<file path="config.mk">
export PLATFORM = sky130hd
export DESIGN_NAME = riff_metadata_chunk_filter
export DESIGN_NICKNAME = d
export VERILOG_FILES = /design/src/rtl/rmcf_pkg.sv /design/src/rtl/rmcf_front.sv /design/src/rtl/rmcf_queue.sv /design/src/rtl/rmcf_back.sv /design/src/rtl/riff_metadata_chunk_filter.sv
export SDC_FILE = /design/constraint.sdc
export NUM_CORES = 2
export LEC_CHECK = 0
export BUFFER_PORTS_ARGS = -buffer_cell sky130_fd_sc_hd__clkbuf_2
export CORE_MARGIN = 2
export CORE_UTILIZATION = 27
export DETAILED_ROUTE_END_ITERATION = 10
export PLACE_DENSITY = 0.52
export SYNTH_ARGS = -nofsm -noshare
export SYNTH_HDL_FRONTEND = slang
export SYNTH_SLANG_ARGS = --single-unit
</file>
<file path="constraint.sdc">
create_clock -name clk_i -period 23.6 [get_ports clk_i]
set_input_delay 2.36 -clock clk_i [delete_from_list [all_inputs] [get_ports clk_i]]
set_output_delay 2.36 -clock clk_i [all_outputs]
set_load 0.03 [all_outputs]
</file>
<file path="src/rtl/rmcf_pkg.sv">
// Shared types and constants of the RIFF metadata chunk filter.
`timescale 1ns / 1ps
`default_nettype none
package rmcf_pkg;

  localparam int unsigned CfgIdxW = 2;
  localparam logic [CfgIdxW-1:0] CFG_FILE_LENGTH = 2'd0;
  localparam logic [CfgIdxW-1:0] CFG_STRIP_EXIF  = 2'd1;
  localparam logic [CfgIdxW-1:0] CFG_STRIP_XMP   = 2'd2;

  // Data bytes carried by one command
  localparam logic [3:0] LEN_NONE      = 4'd0;
  localparam logic [3:0] LEN_BYTE      = 4'd1;
  localparam logic [3:0] LEN_CHUNK_HDR = 4'd8;
  localparam logic [3:0] LEN_FILE_HDR  = 4'd12;

  // Four-character codes, first character in the low byte
  localparam logic [31:0] TAG_RIFF = 32'h4646_4952;
  localparam logic [31:0] TAG_WEBP = 32'h5042_4557;
  localparam logic [31:0] TAG_EXIF = 32'h4649_5845;
  localparam logic [31:0] TAG_XMP  = 32'h2050_4D58;

  typedef enum logic [2:0] {
    MODE_FILE_HDR,
    MODE_CHUNK_HDR,
    MODE_PAYLOAD,
    MODE_TRAIL,
    MODE_DONE
  } mode_e;

  typedef struct packed {
    logic [3:0]       n_data;
    logic [11:0][7:0] data;
    logic             has_end;
    logic             status;
    logic [31:0]      total;
  } cmd_t;

  typedef struct packed {
    logic valid;
    cmd_t cmd;
  } cmd_req_t;

endpackage
`default_nettype wire

</file>
<file path="src/rtl/rmcf_front.sv">
// Front end: accept bytes, track the RIFF structure, issue output commands.
`timescale 1ns / 1ps
`default_nettype none
module rmcf_front (
  input  wire logic                          clk_i,
  input  wire logic                          rst_ni,
  input  wire logic                          cfg_we_i,
  input  wire logic [rmcf_pkg::CfgIdxW-1:0]  cfg_index_i,
  input  wire logic [31:0]                   cfg_data_i,
  input  wire logic                          in_valid_i,
  output logic                               in_ready_o,
  input  wire logic [7:0]                    in_byte_i,
  input  wire logic                          q_full_i,
  output rmcf_pkg::cmd_req_t                 push_o
);

  logic [31:0]      file_length_q;
  logic             strip_exif_q, strip_xmp_q;
  logic [31:0]      pos_q, pos_d;
  logic [11:0][7:0] hdr_q;
  logic [3:0]       fill_q, fill_d;
  logic [32:0]      rem_q, rem_d;
  rmcf_pkg::mode_e  mode_q, mode_d;
  logic             keep_q, keep_d;
  logic [31:0]      emitted_q, emitted_d;

  logic             accept;
  logic             hdr_we;
  logic [3:0]       hdr_idx;
  logic [31:0]      pos_next;
  logic [31:0]      clen;
  logic [32:0]      padded;
  logic             overrun;
  logic             keep_new;
  logic [32:0]      rem_dec;

  assign in_ready_o = !q_full_i;
  assign accept     = in_valid_i && in_ready_o;
  assign pos_next   = pos_q + 32'd1;
  assign clen       = {in_byte_i, hdr_q[6], hdr_q[5], hdr_q[4]};
  assign padded     = {1'b0, clen} + {32'd0, clen[0]};
  assign overrun    = ({2'b00, pos_q} + 34'd1 + {1'b0, padded}) > {2'b00, file_length_q};
  assign keep_new   = !((hdr_q[3:0] == rmcf_pkg::TAG_EXIF) && strip_exif_q) &&
                      !((hdr_q[3:0] == rmcf_pkg::TAG_XMP) && strip_xmp_q);
  assign rem_dec    = (rem_q == 33'd0) ? 33'd0 : rem_q - 33'd1;

  always_ff @(posedge clk_i or negedge rst_ni) begin
    if (!rst_ni) begin
      file_length_q <= '0;
      strip_exif_q  <= 1'b0;
      strip_xmp_q   <= 1'b0;
    end else if (cfg_we_i) begin
      unique case (cfg_index_i)
        rmcf_pkg::CFG_FILE_LENGTH: file_length_q <= cfg_data_i;
        rmcf_pkg::CFG_STRIP_EXIF:  strip_exif_q  <= cfg_data_i[0];
        rmcf_pkg::CFG_STRIP_XMP:   strip_xmp_q   <= cfg_data_i[0];
        default: ;
      endcase
    end
  end

  always_ff @(posedge clk_i or negedge rst_ni) begin
    if (!rst_ni) begin
      pos_q     <= '0;
      fill_q    <= '0;
      rem_q     <= '0;
      mode_q    <= rmcf_pkg::MODE_FILE_HDR;
      keep_q    <= 1'b0;
      emitted_q <= '0;
    end else begin
      pos_q     <= pos_d;
      fill_q    <= fill_d;
      rem_q     <= rem_d;
      mode_q    <= mode_d;
      keep_q    <= keep_d;
      emitted_q <= emitted_d;
    end
  end

  always_ff @(posedge clk_i) begin
    if (hdr_we) begin
      hdr_q[hdr_idx] <= in_byte_i;
    end
  end

  always_comb begin
    pos_d     = pos_q;
    fill_d    = fill_q;
    rem_d     = rem_q;
    mode_d    = mode_q;
    keep_d    = keep_q;
    emitted_d = emitted_q;
    hdr_we    = 1'b0;
    hdr_idx   = fill_q;
    push_o    = '0;
    if (accept && (mode_q != rmcf_pkg::MODE_DONE)) begin
      if (pos_q >= file_length_q) begin
        // Byte beyond the file: close it in place of the byte
        push_o.valid       = 1'b1;
        push_o.cmd.has_end = 1'b1;
        push_o.cmd.status  = (mode_q == rmcf_pkg::MODE_FILE_HDR);
        push_o.cmd.total   = (mode_q == rmcf_pkg::MODE_FILE_HDR) ? 32'd0 : emitted_q;
        mode_d             = rmcf_pkg::MODE_DONE;
      end else begin
        unique case (mode_q)
          rmcf_pkg::MODE_FILE_HDR: begin
            hdr_we = 1'b1;
            fill_d = fill_q + 4'd1;
            if (fill_q == rmcf_pkg::LEN_FILE_HDR - 4'd1) begin
              fill_d = '0;
              if ((hdr_q[3:0] != rmcf_pkg::TAG_RIFF) ||
                  ({in_byte_i, hdr_q[10], hdr_q[9], hdr_q[8]} != rmcf_pkg::TAG_WEBP)) begin
                push_o.valid       = 1'b1;
                push_o.cmd.has_end = 1'b1;
                push_o.cmd.status  = 1'b1;
                mode_d             = rmcf_pkg::MODE_DONE;
              end else begin
                push_o.valid      = 1'b1;
                push_o.cmd.n_data = rmcf_pkg::LEN_FILE_HDR;
                push_o.cmd.data   = {in_byte_i, hdr_q[10:0]};
                emitted_d         = emitted_q + 32'd12;
                mode_d            = rmcf_pkg::MODE_CHUNK_HDR;
              end
            end
          end
          rmcf_pkg::MODE_CHUNK_HDR: begin
            hdr_we  = 1'b1;
            hdr_idx = {1'b0, fill_q[2:0]};
            fill_d  = fill_q + 4'd1;
            if (fill_q == rmcf_pkg::LEN_CHUNK_HDR - 4'd1) begin
              fill_d = '0;
              if (overrun) begin
                mode_d = rmcf_pkg::MODE_TRAIL;
              end else begin
                keep_d = keep_new;
                if (keep_new) begin
                  push_o.valid      = 1'b1;
                  push_o.cmd.n_data = rmcf_pkg::LEN_CHUNK_HDR;
                  push_o.cmd.data   = {32'd0, in_byte_i, hdr_q[6:0]};
                  emitted_d         = emitted_q + 32'd8;
                end
                rem_d  = padded;
                mode_d = (padded == 33'd0) ? rmcf_pkg::MODE_CHUNK_HDR
                                           : rmcf_pkg::MODE_PAYLOAD;
              end
            end
          end
          rmcf_pkg::MODE_PAYLOAD: begin
            if (keep_q) begin
              push_o.valid      = 1'b1;
              push_o.cmd.n_data = rmcf_pkg::LEN_BYTE;
              push_o.cmd.data   = {88'd0, in_byte_i};
              emitted_d         = emitted_q + 32'd1;
            end
            rem_d = rem_dec;
            if (rem_dec == 33'd0) begin
              mode_d = rmcf_pkg::MODE_CHUNK_HDR;
            end
          end
          default: ;
        endcase
        pos_d = pos_next;
        // Last byte of the file: append the end item to this step
        if ((pos_next == file_length_q) && (mode_d != rmcf_pkg::MODE_DONE)) begin
          push_o.valid       = 1'b1;
          push_o.cmd.has_end = 1'b1;
          push_o.cmd.status  = (mode_d == rmcf_pkg::MODE_FILE_HDR);
          push_o.cmd.total   = (mode_d == rmcf_pkg::MODE_FILE_HDR) ? 32'd0 : emitted_d;
          mode_d             = rmcf_pkg::MODE_DONE;
        end
      end
    end
  end

  a_file_hdr_fill: assert property (@(posedge clk_i) disable iff (!rst_ni)
    (mode_q == rmcf_pkg::MODE_FILE_HDR) |-> (fill_q < rmcf_pkg::LEN_FILE_HDR))
    else $error("file header fill out of range");

  a_chunk_hdr_fill: assert property (@(posedge clk_i) disable iff (!rst_ni)
    (mode_q == rmcf_pkg::MODE_CHUNK_HDR) |-> (fill_q < rmcf_pkg::LEN_CHUNK_HDR))
    else $error("chunk header fill out of range");

  a_payload_left: assert property (@(posedge clk_i) disable iff (!rst_ni)
    (mode_q == rmcf_pkg::MODE_PAYLOAD) |-> (rem_q != 33'd0))
    else $error("payload phase with nothing left");

endmodule
`default_nettype wire

</file>
<file path="src/rtl/rmcf_queue.sv">
// Short command queue between the front end and the output sequencer.
`timescale 1ns / 1ps
`default_nettype none
module rmcf_queue #(
  parameter int unsigned Depth = 4
) (
  input  wire logic               clk_i,
  input  wire logic               rst_ni,
  input  wire rmcf_pkg::cmd_req_t push_i,
  input  wire logic               pop_i,
  output logic                    full_o,
  output rmcf_pkg::cmd_req_t      head_o
);

  localparam int unsigned PtrW = (Depth > 1) ? $clog2(Depth) : 1;
  localparam int unsigned CntW = $clog2(Depth + 1);

  rmcf_pkg::cmd_t  mem_q [Depth];
  logic [PtrW-1:0] wr_ptr_q, rd_ptr_q;
  logic [CntW-1:0] count_q;
  logic            do_pop;

  assign full_o       = (count_q == CntW'(Depth));
  assign head_o.valid = (count_q != '0);
  assign head_o.cmd   = mem_q[rd_ptr_q];
  assign do_pop       = pop_i && head_o.valid;

  always_ff @(posedge clk_i) begin
    if (push_i.valid) begin
      mem_q[wr_ptr_q] <= push_i.cmd;
    end
  end

  always_ff @(posedge clk_i or negedge rst_ni) begin
    if (!rst_ni) begin
      wr_ptr_q <= '0;
      rd_ptr_q <= '0;
      count_q  <= '0;
    end else begin
      if (push_i.valid) begin
        wr_ptr_q <= (wr_ptr_q == PtrW'(Depth - 1)) ? '0 : wr_ptr_q + 1'b1;
      end
      if (do_pop) begin
        rd_ptr_q <= (rd_ptr_q == PtrW'(Depth - 1)) ? '0 : rd_ptr_q + 1'b1;
      end
      if (push_i.valid && !do_pop) begin
        count_q <= count_q + 1'b1;
      end else if (!push_i.valid && do_pop) begin
        count_q <= count_q - 1'b1;
      end
    end
  end

  a_no_overflow: assert property (@(posedge clk_i) disable iff (!rst_ni)
    push_i.valid |-> !full_o)
    else $error("push into a full queue");

  a_count_bound: assert property (@(posedge clk_i) disable iff (!rst_ni)
    count_q <= CntW'(Depth))
    else $error("queue count beyond depth");

endmodule
`default_nettype wire

</file>
<file path="src/rtl/rmcf_back.sv">
// Output sequencer: expand each command into result transfers.
`timescale 1ns / 1ps
`default_nettype none
module rmcf_back (
  input  wire logic               clk_i,
  input  wire logic               rst_ni,
  input  wire rmcf_pkg::cmd_req_t head_i,
  output logic                    pop_o,
  output logic                    out_valid_o,
  input  wire logic               out_ready_i,
  output logic                    item_kind_o,
  output logic [7:0]              out_byte_o,
  output logic                    is_last_o,
  output logic [31:0]             total_length_o,
  output logic                    status_o
);

  logic [3:0] idx_q;
  logic [3:0] n_res;
  logic       load;
  logic       is_data;
  logic       final_res;

  assign n_res     = head_i.cmd.n_data + {3'b000, head_i.cmd.has_end};
  assign load      = head_i.valid && (!out_valid_o || out_ready_i);
  assign is_data   = (idx_q < head_i.cmd.n_data);
  assign final_res = ((idx_q + 4'd1) == n_res);
  assign pop_o     = load && final_res;

  always_ff @(posedge clk_i or negedge rst_ni) begin
    if (!rst_ni) begin
      idx_q       <= '0;
      out_valid_o <= 1'b0;
    end else begin
      if (load) begin
        out_valid_o <= 1'b1;
        idx_q       <= final_res ? 4'd0 : idx_q + 4'd1;
      end else if (out_ready_i) begin
        out_valid_o <= 1'b0;
      end
    end
  end

  always_ff @(posedge clk_i) begin
    if (load) begin
      item_kind_o    <= !is_data;
      out_byte_o     <= is_data ? head_i.cmd.data[idx_q] : 8'd0;
      is_last_o      <= !is_data;
      total_length_o <= is_data ? 32'd0 : head_i.cmd.total;
      status_o       <= is_data ? 1'b0 : head_i.cmd.status;
    end
  end

  a_idx_in_cmd: assert property (@(posedge clk_i) disable iff (!rst_ni)
    head_i.valid |-> (idx_q < n_res))
    else $error("sequencer index past command");

  a_end_is_last: assert property (@(posedge clk_i) disable iff (!rst_ni)
    out_valid_o |-> (item_kind_o == is_last_o))
    else $error("end item and last flag disagree");

endmodule
`default_nettype wire

</file>
<file path="src/rtl/riff_metadata_chunk_filter.sv">
// Top level of the RIFF/WebP metadata chunk filter.
// Takes a WebP file one byte per transfer (length in register file_length) and
// forwards it with EXIF and "XMP " chunks optionally dropped. The 12-byte file
// header must read RIFF....WEBP, otherwise no data goes out and a single end
// item with status 1 closes the file. Every kept chunk goes out whole, its
// 8-byte header first; a chunk whose padded payload would run past the file
// end discards everything from its header on. One end item follows the last
// byte and carries the number of bytes emitted; the RIFF size to patch
// downstream is that number minus 8. Rate: the front end takes one byte every
// cycle while the command queue has room; the output side gives one result
// transfer per cycle while the receiver takes them, so a header (12 or 8
// results for one byte, plus an end item) holds the output until all are out.
// Payload bytes pile up behind it one command each, at most twelve while the
// receiver keeps up, and the queue of QueueDepth commands (sixteen by default)
// absorbs that burst without stalling the input. A byte passes a queue entry
// and the output register. Configuration is to be written only while idle;
// strip flags are sampled when each chunk header completes, file_length on
// every byte. After the end item all bytes are taken and ignored until reset.
`timescale 1ns / 1ps
`default_nettype none
module riff_metadata_chunk_filter #(
  parameter int unsigned QueueDepth = 16
) (
  input  wire logic                          clk_i,
  input  wire logic                          rst_ni,
  // configuration writes
  input  wire logic                          cfg_we_i,
  input  wire logic [rmcf_pkg::CfgIdxW-1:0]  cfg_index_i,
  input  wire logic [31:0]                   cfg_data_i,
  // byte input
  input  wire logic                          in_valid_i,
  output logic                               in_ready_o,
  input  wire logic [7:0]                    in_byte_i,
  // result output
  output logic                               out_valid_o,
  input  wire logic                          out_ready_i,
  output logic                               item_kind_o,
  output logic [7:0]                         out_byte_o,
  output logic                               is_last_o,
  output logic [31:0]                        total_length_o,
  output logic                               status_o
);

  rmcf_pkg::cmd_req_t push;
  rmcf_pkg::cmd_req_t head;
  logic               q_full;
  logic               pop;

  // Classify each byte and issue at most one command per transfer
  rmcf_front u_front (
    .clk_i       (clk_i),
    .rst_ni      (rst_ni),
    .cfg_we_i    (cfg_we_i),
    .cfg_index_i (cfg_index_i),
    .cfg_data_i  (cfg_data_i),
    .in_valid_i  (in_valid_i),
    .in_ready_o  (in_ready_o),
    .in_byte_i   (in_byte_i),
    .q_full_i    (q_full),
    .push_o      (push)
  );

  // Hold commands so that header bursts do not stall the input
  rmcf_queue #(
    .Depth (QueueDepth)
  ) u_queue (
    .clk_i  (clk_i),
    .rst_ni (rst_ni),
    .push_i (push),
    .pop_i  (pop),
    .full_o (q_full),
    .head_o (head)
  );

  // Expand commands into result transfers through a registered output
  rmcf_back u_back (
    .clk_i          (clk_i),
    .rst_ni         (rst_ni),
    .head_i         (head),
    .pop_o          (pop),
    .out_valid_o    (out_valid_o),
    .out_ready_i    (out_ready_i),
    .item_kind_o    (item_kind_o),
    .out_byte_o     (out_byte_o),
    .is_last_o      (is_last_o),
    .total_length_o (total_length_o),
    .status_o       (status_o)
  );

endmodule
`default_nettype wire
</file>
# Word level (Yosys, flattened, before mapping)
# Memories as Yosys holds them, arrays and structs flattened.
# Index checks and enable logic that the tools add are counted.
[classes]
n_bitwise = 2
n_mux = 62
magnitude_cmp = 6
n_eq_ne = 19
add_sub_neg = 15
n_reduce_logical = 40
[op_table]
columns = ["op", "n"]
rows = [
  ["101-bit two-way mux", 4],
  ["101-bit case mux with 3 select lines", 1],
  ["32-bit two-way mux", 8],
  ["100-bit two-way mux", 2],
  ["135-bit two-way mux", 1],
  ["103-bit two-way mux", 1],
  ["33-bit logical NOT", 3],
  ["33-bit two-way mux", 3],
  ["96-bit bitwise mux", 1],
  ["32-bit case mux with 3 select lines", 1],
  ["34-bit two-way mux", 2],
  ["33-bit case mux with 2 select lines", 1],
  ["32-bit by 1-bit adder with 32-bit output, second input constant", 2],
  ["32-bit by 4-bit adder with 32-bit output, second input constant", 2],
  ["32-bit by 31-bit inequality test with 1-bit output, second input constant", 2],
  ["34-bit by 33-bit adder with 34-bit output", 1],
  ["34-bit by 32-bit > comparator with 1-bit output", 1],
  ["32-bit by 1-bit adder with 33-bit output", 1],
  ["32-bit by 1-bit adder with 33-bit output, second input constant", 1],
  ["33-bit by 1-bit subtractor with 33-bit output, second input constant", 1],
  ["8-bit binary-select mux with 4-bit select", 1],
  ["8-bit demux with 4-bit select", 1],
  ["32-bit by 30-bit == test with 1-bit output, second input constant", 1],
  ["32-bit by 31-bit == test with 1-bit output, second input constant", 1],
  ["other kinds (40)", 101],
]
[word_totals]
n_memories = 1
mem_bits_rw = 2144
register_bits = 295
input_bits = 47
[memory_table]
columns = ["name", "depth", "word_bits", "read_ports", "rd_clocked_by_memory_dff", "wr", "line", "source"]
rows = [
  ["u_queue.mem_q", 16, 134, 1, 0, 1, "rmcf_queue.sv:18", "rmcf_pkg::cmd_t mem_q [Depth];"],
]

# Depth between registers and ports, before layout
[depth]
ltp_word = 17
depth_mapped = 38

# Hierarchy
# A second synthesis with hierarchy kept.
[unflattened]
hier_cells = 6057
area_unflattened_um2 = 103494.3
[by_module_without_submodules]
columns = ["mod", "n_inst", "cells_each", "area_per_inst_um2", "seq_area_each_um2"]
rows = [
  ["rmcf_queue", 1, 3662, 82332.7, 64707.1],
  ["rmcf_front", 1, 2191, 18341.3, 6120.9],
  ["rmcf_back", 1, 204, 2820.2, 1386.3],
]

# Least setup slack after synthesis
# OpenSTA, ideal clock, no wires.
[synth_timing]
path_type = "input port to flip-flop"
startpoint = "in in_byte_i[0]"
endpoint = "mem u_queue.mem_q[0][0] (netlist name), enable pin"
path_buffers = 1
required_time_ps = 22603
path_slack_ps = 2438
arrival_time_ps = 20165
path_stages = 20
path_cell_list = "clkbuf_1 -> nand4_1 -> xnor2_1 -> ha_1 -> and3_1 -> a2111oi_0 -> nor2_1 -> o41ai_1 -> xnor2_1 -> ha_1 -> nand4b_1 -> nor4_1 -> nand2_1 -> a221oi_1 -> o21ai_0 -> and4b_1 -> o21ai_4 -> o31ai_2 -> nand2_2 -> nor4b_1"
[synth_via]
elab_chain_len = 15
[synth_lines]
columns = ["element", "line", "source"]
rows = [
  ["from (decl)", "riff_metadata_chunk_filter.sv:33", "input wire logic [7:0] in_byte_i,"],
  ["32-bit by 1-bit adder with 33-bit output", "rmcf_front.sv:41", "assign padded = {1'b0, clen} + {32'd0, clen[0]};"],
  ["34-bit by 33-bit adder with 34-bit output or 33-bit logical NOT (tied branches)", "rmcf_front.sv:42, rmcf_front.sv:143", ""],
  ["34-bit by 32-bit > comparator with 1-bit output or 2-bit two-way mux (tied branches)", "rmcf_front.sv:42, rmcf_front.sv:143", ""],
  ["3-bit two-way mux", "rmcf_front.sv:132", "if (overrun) begin"],
  ["3-bit two-way mux", "rmcf_front.sv:130", "if (fill_q == rmcf_pkg::LEN_CHUNK_HDR - 4'd1) begin"],
  ["3-bit case mux with 3 select lines", "rmcf_front.sv:105", "unique case (mode_q)"],
  ["3-bit two-way mux", "rmcf_front.sv:97", "if (pos_q >= file_length_q) begin"],
  ["3-bit two-way mux", "rmcf_front.sv:96", "if (accept && (mode_q != rmcf_pkg::MODE_DONE)) begin"],
  ["3-bit inequality test", "rmcf_front.sv:164", "if ((pos_next == file_length_q) && (mode_d != rmcf_pkg::MODE_DONE)) begin"],
  ["1-bit logical AND", "rmcf_front.sv:164", ""],
  ["1-bit two-way mux (*)", "rmcf_front.sv:164", ""],
  ["1-bit two-way mux (*)", "rmcf_front.sv:97", ""],
  ["135-bit two-way mux (*)", "rmcf_front.sv:96", ""],
  ["1-bit two-way mux (*)", "rmcf_queue.sv:29", "if (push_i.valid) begin"],
  ["1-bit two-way mux (implied by the code) (*)", "rmcf_queue.sv:30", "mem_q[wr_ptr_q] <= push_i.cmd;"],
  ["to (decl)", "rmcf_queue.sv:18", ""],
]
# Mark *: on every way between the ends. The rest lies on a longest branch, timed or not. The select of a mux whose other input is x is not followed.

# Worst setup path in the final report
[layout_timing]
startpoint = "reg u_front.hdr_q, in the netlist u_front.clen[1]"
endpoint = "mem u_queue.mem_q[15][70] (netlist name), enable pin"
[layout_via]
elab_chain_len = 15
[layout_lines]
columns = ["element", "line", "source"]
rows = [
  ["from (decl)", "rmcf_front.sv:20", "logic [11:0][7:0] hdr_q;"],
  ["from (signal, indexed assignment)", "rmcf_front.sv:82", "hdr_q[hdr_idx] <= in_byte_i;"],
  ["32-bit by 1-bit adder with 33-bit output (*)", "rmcf_front.sv:41", ""],
  ["34-bit by 33-bit adder with 34-bit output or 33-bit logical NOT (tied branches)", "rmcf_front.sv:42, rmcf_front.sv:143", ""],
  ["34-bit by 32-bit > comparator with 1-bit output or 2-bit two-way mux (tied branches)", "rmcf_front.sv:42, rmcf_front.sv:143", ""],
  ["3-bit two-way mux", "rmcf_front.sv:132", ""],
  ["3-bit two-way mux", "rmcf_front.sv:130", ""],
  ["3-bit case mux with 3 select lines", "rmcf_front.sv:105", ""],
  ["3-bit two-way mux", "rmcf_front.sv:97", ""],
  ["3-bit two-way mux", "rmcf_front.sv:96", ""],
  ["3-bit inequality test", "rmcf_front.sv:164", ""],
  ["1-bit logical AND", "rmcf_front.sv:164", ""],
  ["1-bit two-way mux (*)", "rmcf_front.sv:164", ""],
  ["1-bit two-way mux (*)", "rmcf_front.sv:97", ""],
  ["135-bit two-way mux (*)", "rmcf_front.sv:96", ""],
  ["1-bit two-way mux (*)", "rmcf_queue.sv:29", ""],
  ["1-bit two-way mux (implied by the code) (*)", "rmcf_queue.sv:30", ""],
]
# Marks and branches as above.

==> flow_metrics.py <==
metrics = {
    "sta": {
        "period_minus_slack_ps": 10650,
        "max_slew.worst_pin.slew_ps": 1320,
        "slew_headroom_pct": 11.3,
        "slew_viol_final": 0,
        "finalSetupTns_ps": 0,
        "max_freq_mhz": 93.9,
        "setup_violations": 0,
        "finalCritPeriodShare_pct": 45.1,
        "finClkSkew_ps": 57.0,
        "grt_setup_unrepaired": "no",
        "finalHoldViolCount": 0,
    },
    "worst_hold_path": {
        "hold_class": "reg2reg",
    },
    "global_route": {
        "grt_start_max_net_pins": 141,
        "grt_pass1_vias": 56701,
        "grtUsageTotal_pct": 13.8,
        "antenna_found_initial": 14,
        "grt_pass1_wl_um": 393000,
        "grt-ovfl-total": 0,
    },
    "synth": {
        "syn-mean-instance-area_um2": 18.4,
        "synth_top_area_cell": "edfxtp_1",
        "ys_warn_count": 0,
        "synth-compound-area-share_pct": 4.28,
        "syn-instance-count": 5547,
        "synthFlopType": "edfxtp_1",
        "syn_area_um2": 102000,
        "synthMuxAreaShare_pct": 15.5,
        "synth_top_family_by_area": "multiplexers",
        "synth.ff_latch_count": 2415,
        "synth.area.top_cells": "edfxtp_1, mux4_2, dfrtp_1",
        "async_flop_share_pct": 6.50,
        "synth_xor_area_share_pct": 1.75,
        "seq_area_frac_synth_pct": 70.1,
        "synth_top_area_share_pct": 66.3,
        "synth_adder_area_share_pct": 1.52,
        "ys_types": 105,
        "synthSimpleGateAreaFrac_pct": 5.32,
        "synth_edf_count": 2258,
    },
    "worst_setup_path": {
        "critPathLaunch": "u_front.clen[1]",
        "worstSetupEndpoint": "u_queue.mem_q[15][70]",
        "cp_max_fo": 54,
        "crit_type": "reg2reg",
        "cp_data_arrival_time_ps": 11060,
        "slowest_delay_ps": 920,
        "startpoint_type": "register",
        "reg2reg_from": "u_front.clen[1]",
        "critPathSlowestCell": "buf_4",
        "crit_required_ps": 24020,
        "end_kind": "register",
        "rrSetupSlack_ps": 12950,
        "r2r_cells": 29,
        "r2r_end": "u_queue.mem_q[15][70]",
    },
    "detailed_routing": {
        "drt_drc_violations_left": 0,
        "detail_route.wirelength_um": 268000,
        "dr.max_layer_used": "met5",
        "first_pass_iters": 5,
        "wl_per_cell_um": 23.8,
        "drt-vias-per-instance": 4.83,
        "final_antenna_net_count": 0,
        "route.met3.wl_um": 12800,
        "wl_met2_um": 130000,
        "vias": 54499,
        "drt_first_iter_violations": 5294,
        "wl_met1_um": 119000,
    },
    "place": {
        "placed_area_um2": 110000,
        "place_congestion": 0.869,
        "portBuffers": 91,
        "dpl.hpwl_um": 154000,
    },
    "cts": {
        "clk_latency_ps": 850,
        "cts_buffers": 274,
        "clkTransAtPathRegs_ps": 60,
        "cts.htree.levels": 5,
        "cts_tree": "yes",
        "root_buffer": "clkbuf_16",
        "clock_sinks": 2415,
        "cts_resized": 0,
        "ctsLongestPathBuffers": 4,
        "cts_hold_buf": 0,
        "post_cts_buffers": 0,
    },
    "cells_and_area": {
        "nNetsFinal": 6238,
        "n_fill_cell": 36486,
        "multi_input_area_um2": 30300,
        "area_growth_pct": 16.0,
        "drive_gt1_share_pct": 21.9,
        "seq_area_um2": 71800,
        "stdcell_area_um2": 119000,
    },
    "run_status": {
        "status": "completed",
    },
    "power": {
        "p_leak_nw": 36.7,
        "pwr-share-clk_pct": 34.1,
        "powerDensity_nw_per_um2": 98.5,
        "p_sw_share_pct": 29.4,
        "ir_drop_uv": 88.8,
        "pwr-share-comb_pct": 22.8,
        "switching_power_mw": 3.43,
        "seq_power_share_pct": 43.1,
        "internal_power_mw": 8.26,
    },
    "die": {
        "die_h_um": 619,
        "fp.dieW_um": 619,
        "rows": 226,
        "dieArea_um2": 384000,
        "ios": 92,
        "core_area_um2": 378000,
        "initial_core_util_pct": 27.1,
    },
    "run": {
        "cap_viol_max_count": 0,
    },
}
kinds of logic (layout without fill, tap and decap cells):
group / Yosys count / after routing
fa+ha+maj: 123 / 123
mux: 718 / 718
other cells: 1 / 324
xor+xnor: 193 / 193
buf+inv: 394 / 794
flops: 2415 / 2415
compound gates: 667 / 667
simple gates: 1036 / 1036
per-stage QoR:
step | setup WS (ps) | utilization [%] | hold WS (ps) | power [mW] | std cells
2_1_floorplan | 2440 | - | 472 | 6.98 | 5866
3_5_place_dp | 12850 | 29.2 | 539 | 7.85 | 10806
5_1_grt | 12170 | 31.4 | 597 | 12.2 | 11286
4_1_cts | 13030 | 31.4 | 552 | 11.9 | 11280
3_3_place_gp | 12880 | 29.2 | 520 | 7.84 | 10806
6_report | 12950 | 31.4 | 544 | 11.7 | 11286
synthesized netlist by cell type, types with 8 or more instances:
master     instances
nor3_1            90
nand2_1          260
a221oi_1           9
ha_1             121
o21a_1             9
a311oi_1           8
a21oi_1          147
o211ai_1          19
nand4_1           52
dfrtp_1          157
xnor2_1          115
a22o_1            12
mux4_2           689
and3_1            30
buf_2             17
nor2b_1           16
mux2i_1           17
o21ai_1           16
and4_1            17
o21ai_0          172
mux2_2             9
or4_1             14
o31ai_1           22
nor3b_1           10
and2_1            98
a21o_1            53
nor4_1            38
or3_1             19
a211oi_1          25
a21boi_0           8
nor2_1           206
o2111ai_1         10
edfxtp_1        2258
nand2b_1          22
a22oi_1           10
buf_1             71
or2_2             18
a31oi_1           30
o21bai_1          11
clkbuf_1         198
inv_1             94
xor2_1            71
nand3_1           81
nor4b_1           14
cells in the final DEF, fill, tap and decap left out, drive strengths merged, types with 30 or more instances in the layout:
| cell | count |
|---|---|
| nand2 | 261 |
| xnor2 | 115 |
| nand4 | 55 |
| nor4 | 44 |
| and3 | 30 |
| clkbuf | 446 |
| and2 | 98 |
| mux4 | 689 |
| nand3 | 83 |
| nor2 | 206 |
| o21ai | 189 |
| a31oi | 30 |
| ha | 121 |
| xor2 | 71 |
| clkinv | 94 |
| conb | 320 |
| inv | 108 |
| edfxtp | 2258 |
| nor3 | 95 |
| a21oi | 147 |
| buf | 133 |
| dfrtp | 157 |
| a21o | 53 |
area by class of cell:
cell class,instances,area share [%]
sequential,2415,60.5
timing repair buffer,224,1.39
clock inverter,119,0.789
clock buffer,355,6.18
tap,5016,5.29
inverter,96,0.305
antenna,4,0.00844
multi-input combinational,3057,25.6
worst min path at each step:
| stage | from | to | slack (ps) | cells past startpoint |
|---|---|---|---|---|
| after floorplan | u_front.strip_exif_q | u_front.strip_exif_q | 470 | 1 |
| after global placement | u_front.rem_q[21] | u_front.rem_q[21] | 520 | 2 |
| after detailed placement | u_queue.count_q[2] | u_queue.count_q[2] | 540 | 2 |
| after CTS | u_queue.count_q[2] | u_queue.count_q[2] | 550 | 2 |
| after global routing | u_front.rem_q[31] | u_front.rem_q[31] | 600 | 2 |
| final | u_queue.count_q[2] | u_queue.count_q[2] | 540 | 2 |
worst max-delay path, delay by kind of cell, from the launching register on:
kind	cells	cell delay, ps
AOI/OAI and AO/OA	12	3930
adders and majority gates	3	900
and+or+nand+nor	10	2630
xor gates and xnor gates	2	520
buffers and inverters	2	1710
DFF	1	430
layer usage:
layer | GRT usage [%] | up-vias
met2 | 23.0 | 1574
met1 | 19.1 | 29056
met5 | 0 | -
met4 | 3.45 | 8
met3 | 1.66 | 400
li1 | - | 23461
state kept, by name, indices dropped and copies added (netlist names), 3 cells and up:
name / count
u_queue.mem_q: 2128
u_front.hdr_q: 64
u_front.rem_q: 33
u_back.total_length_o: 32
u_front.emitted_q: 32
u_front.file_length_q: 32
u_front.pos_q: 32
u_front.clen: 24
u_back.out_byte_o: 8
u_queue.count_q: 5
u_back.idx_q: 4
u_front.fill_q: 4
u_queue.rd_ptr_q: 4
u_queue.wr_ptr_q: 4
u_front.mode_q: 3
power by group through the flow:
stage,clock [mW],combinational (mW),sequential [mW]
floorplan,0,1.93,5.05
global placement,0,2.72,5.12
detailed placement,0,2.72,5.13
CTS,4.09,2.73,5.04
global route,4.26,2.89,5.06
finish,3.98,2.67,5.04
Power figures use the tool's default switching activity.
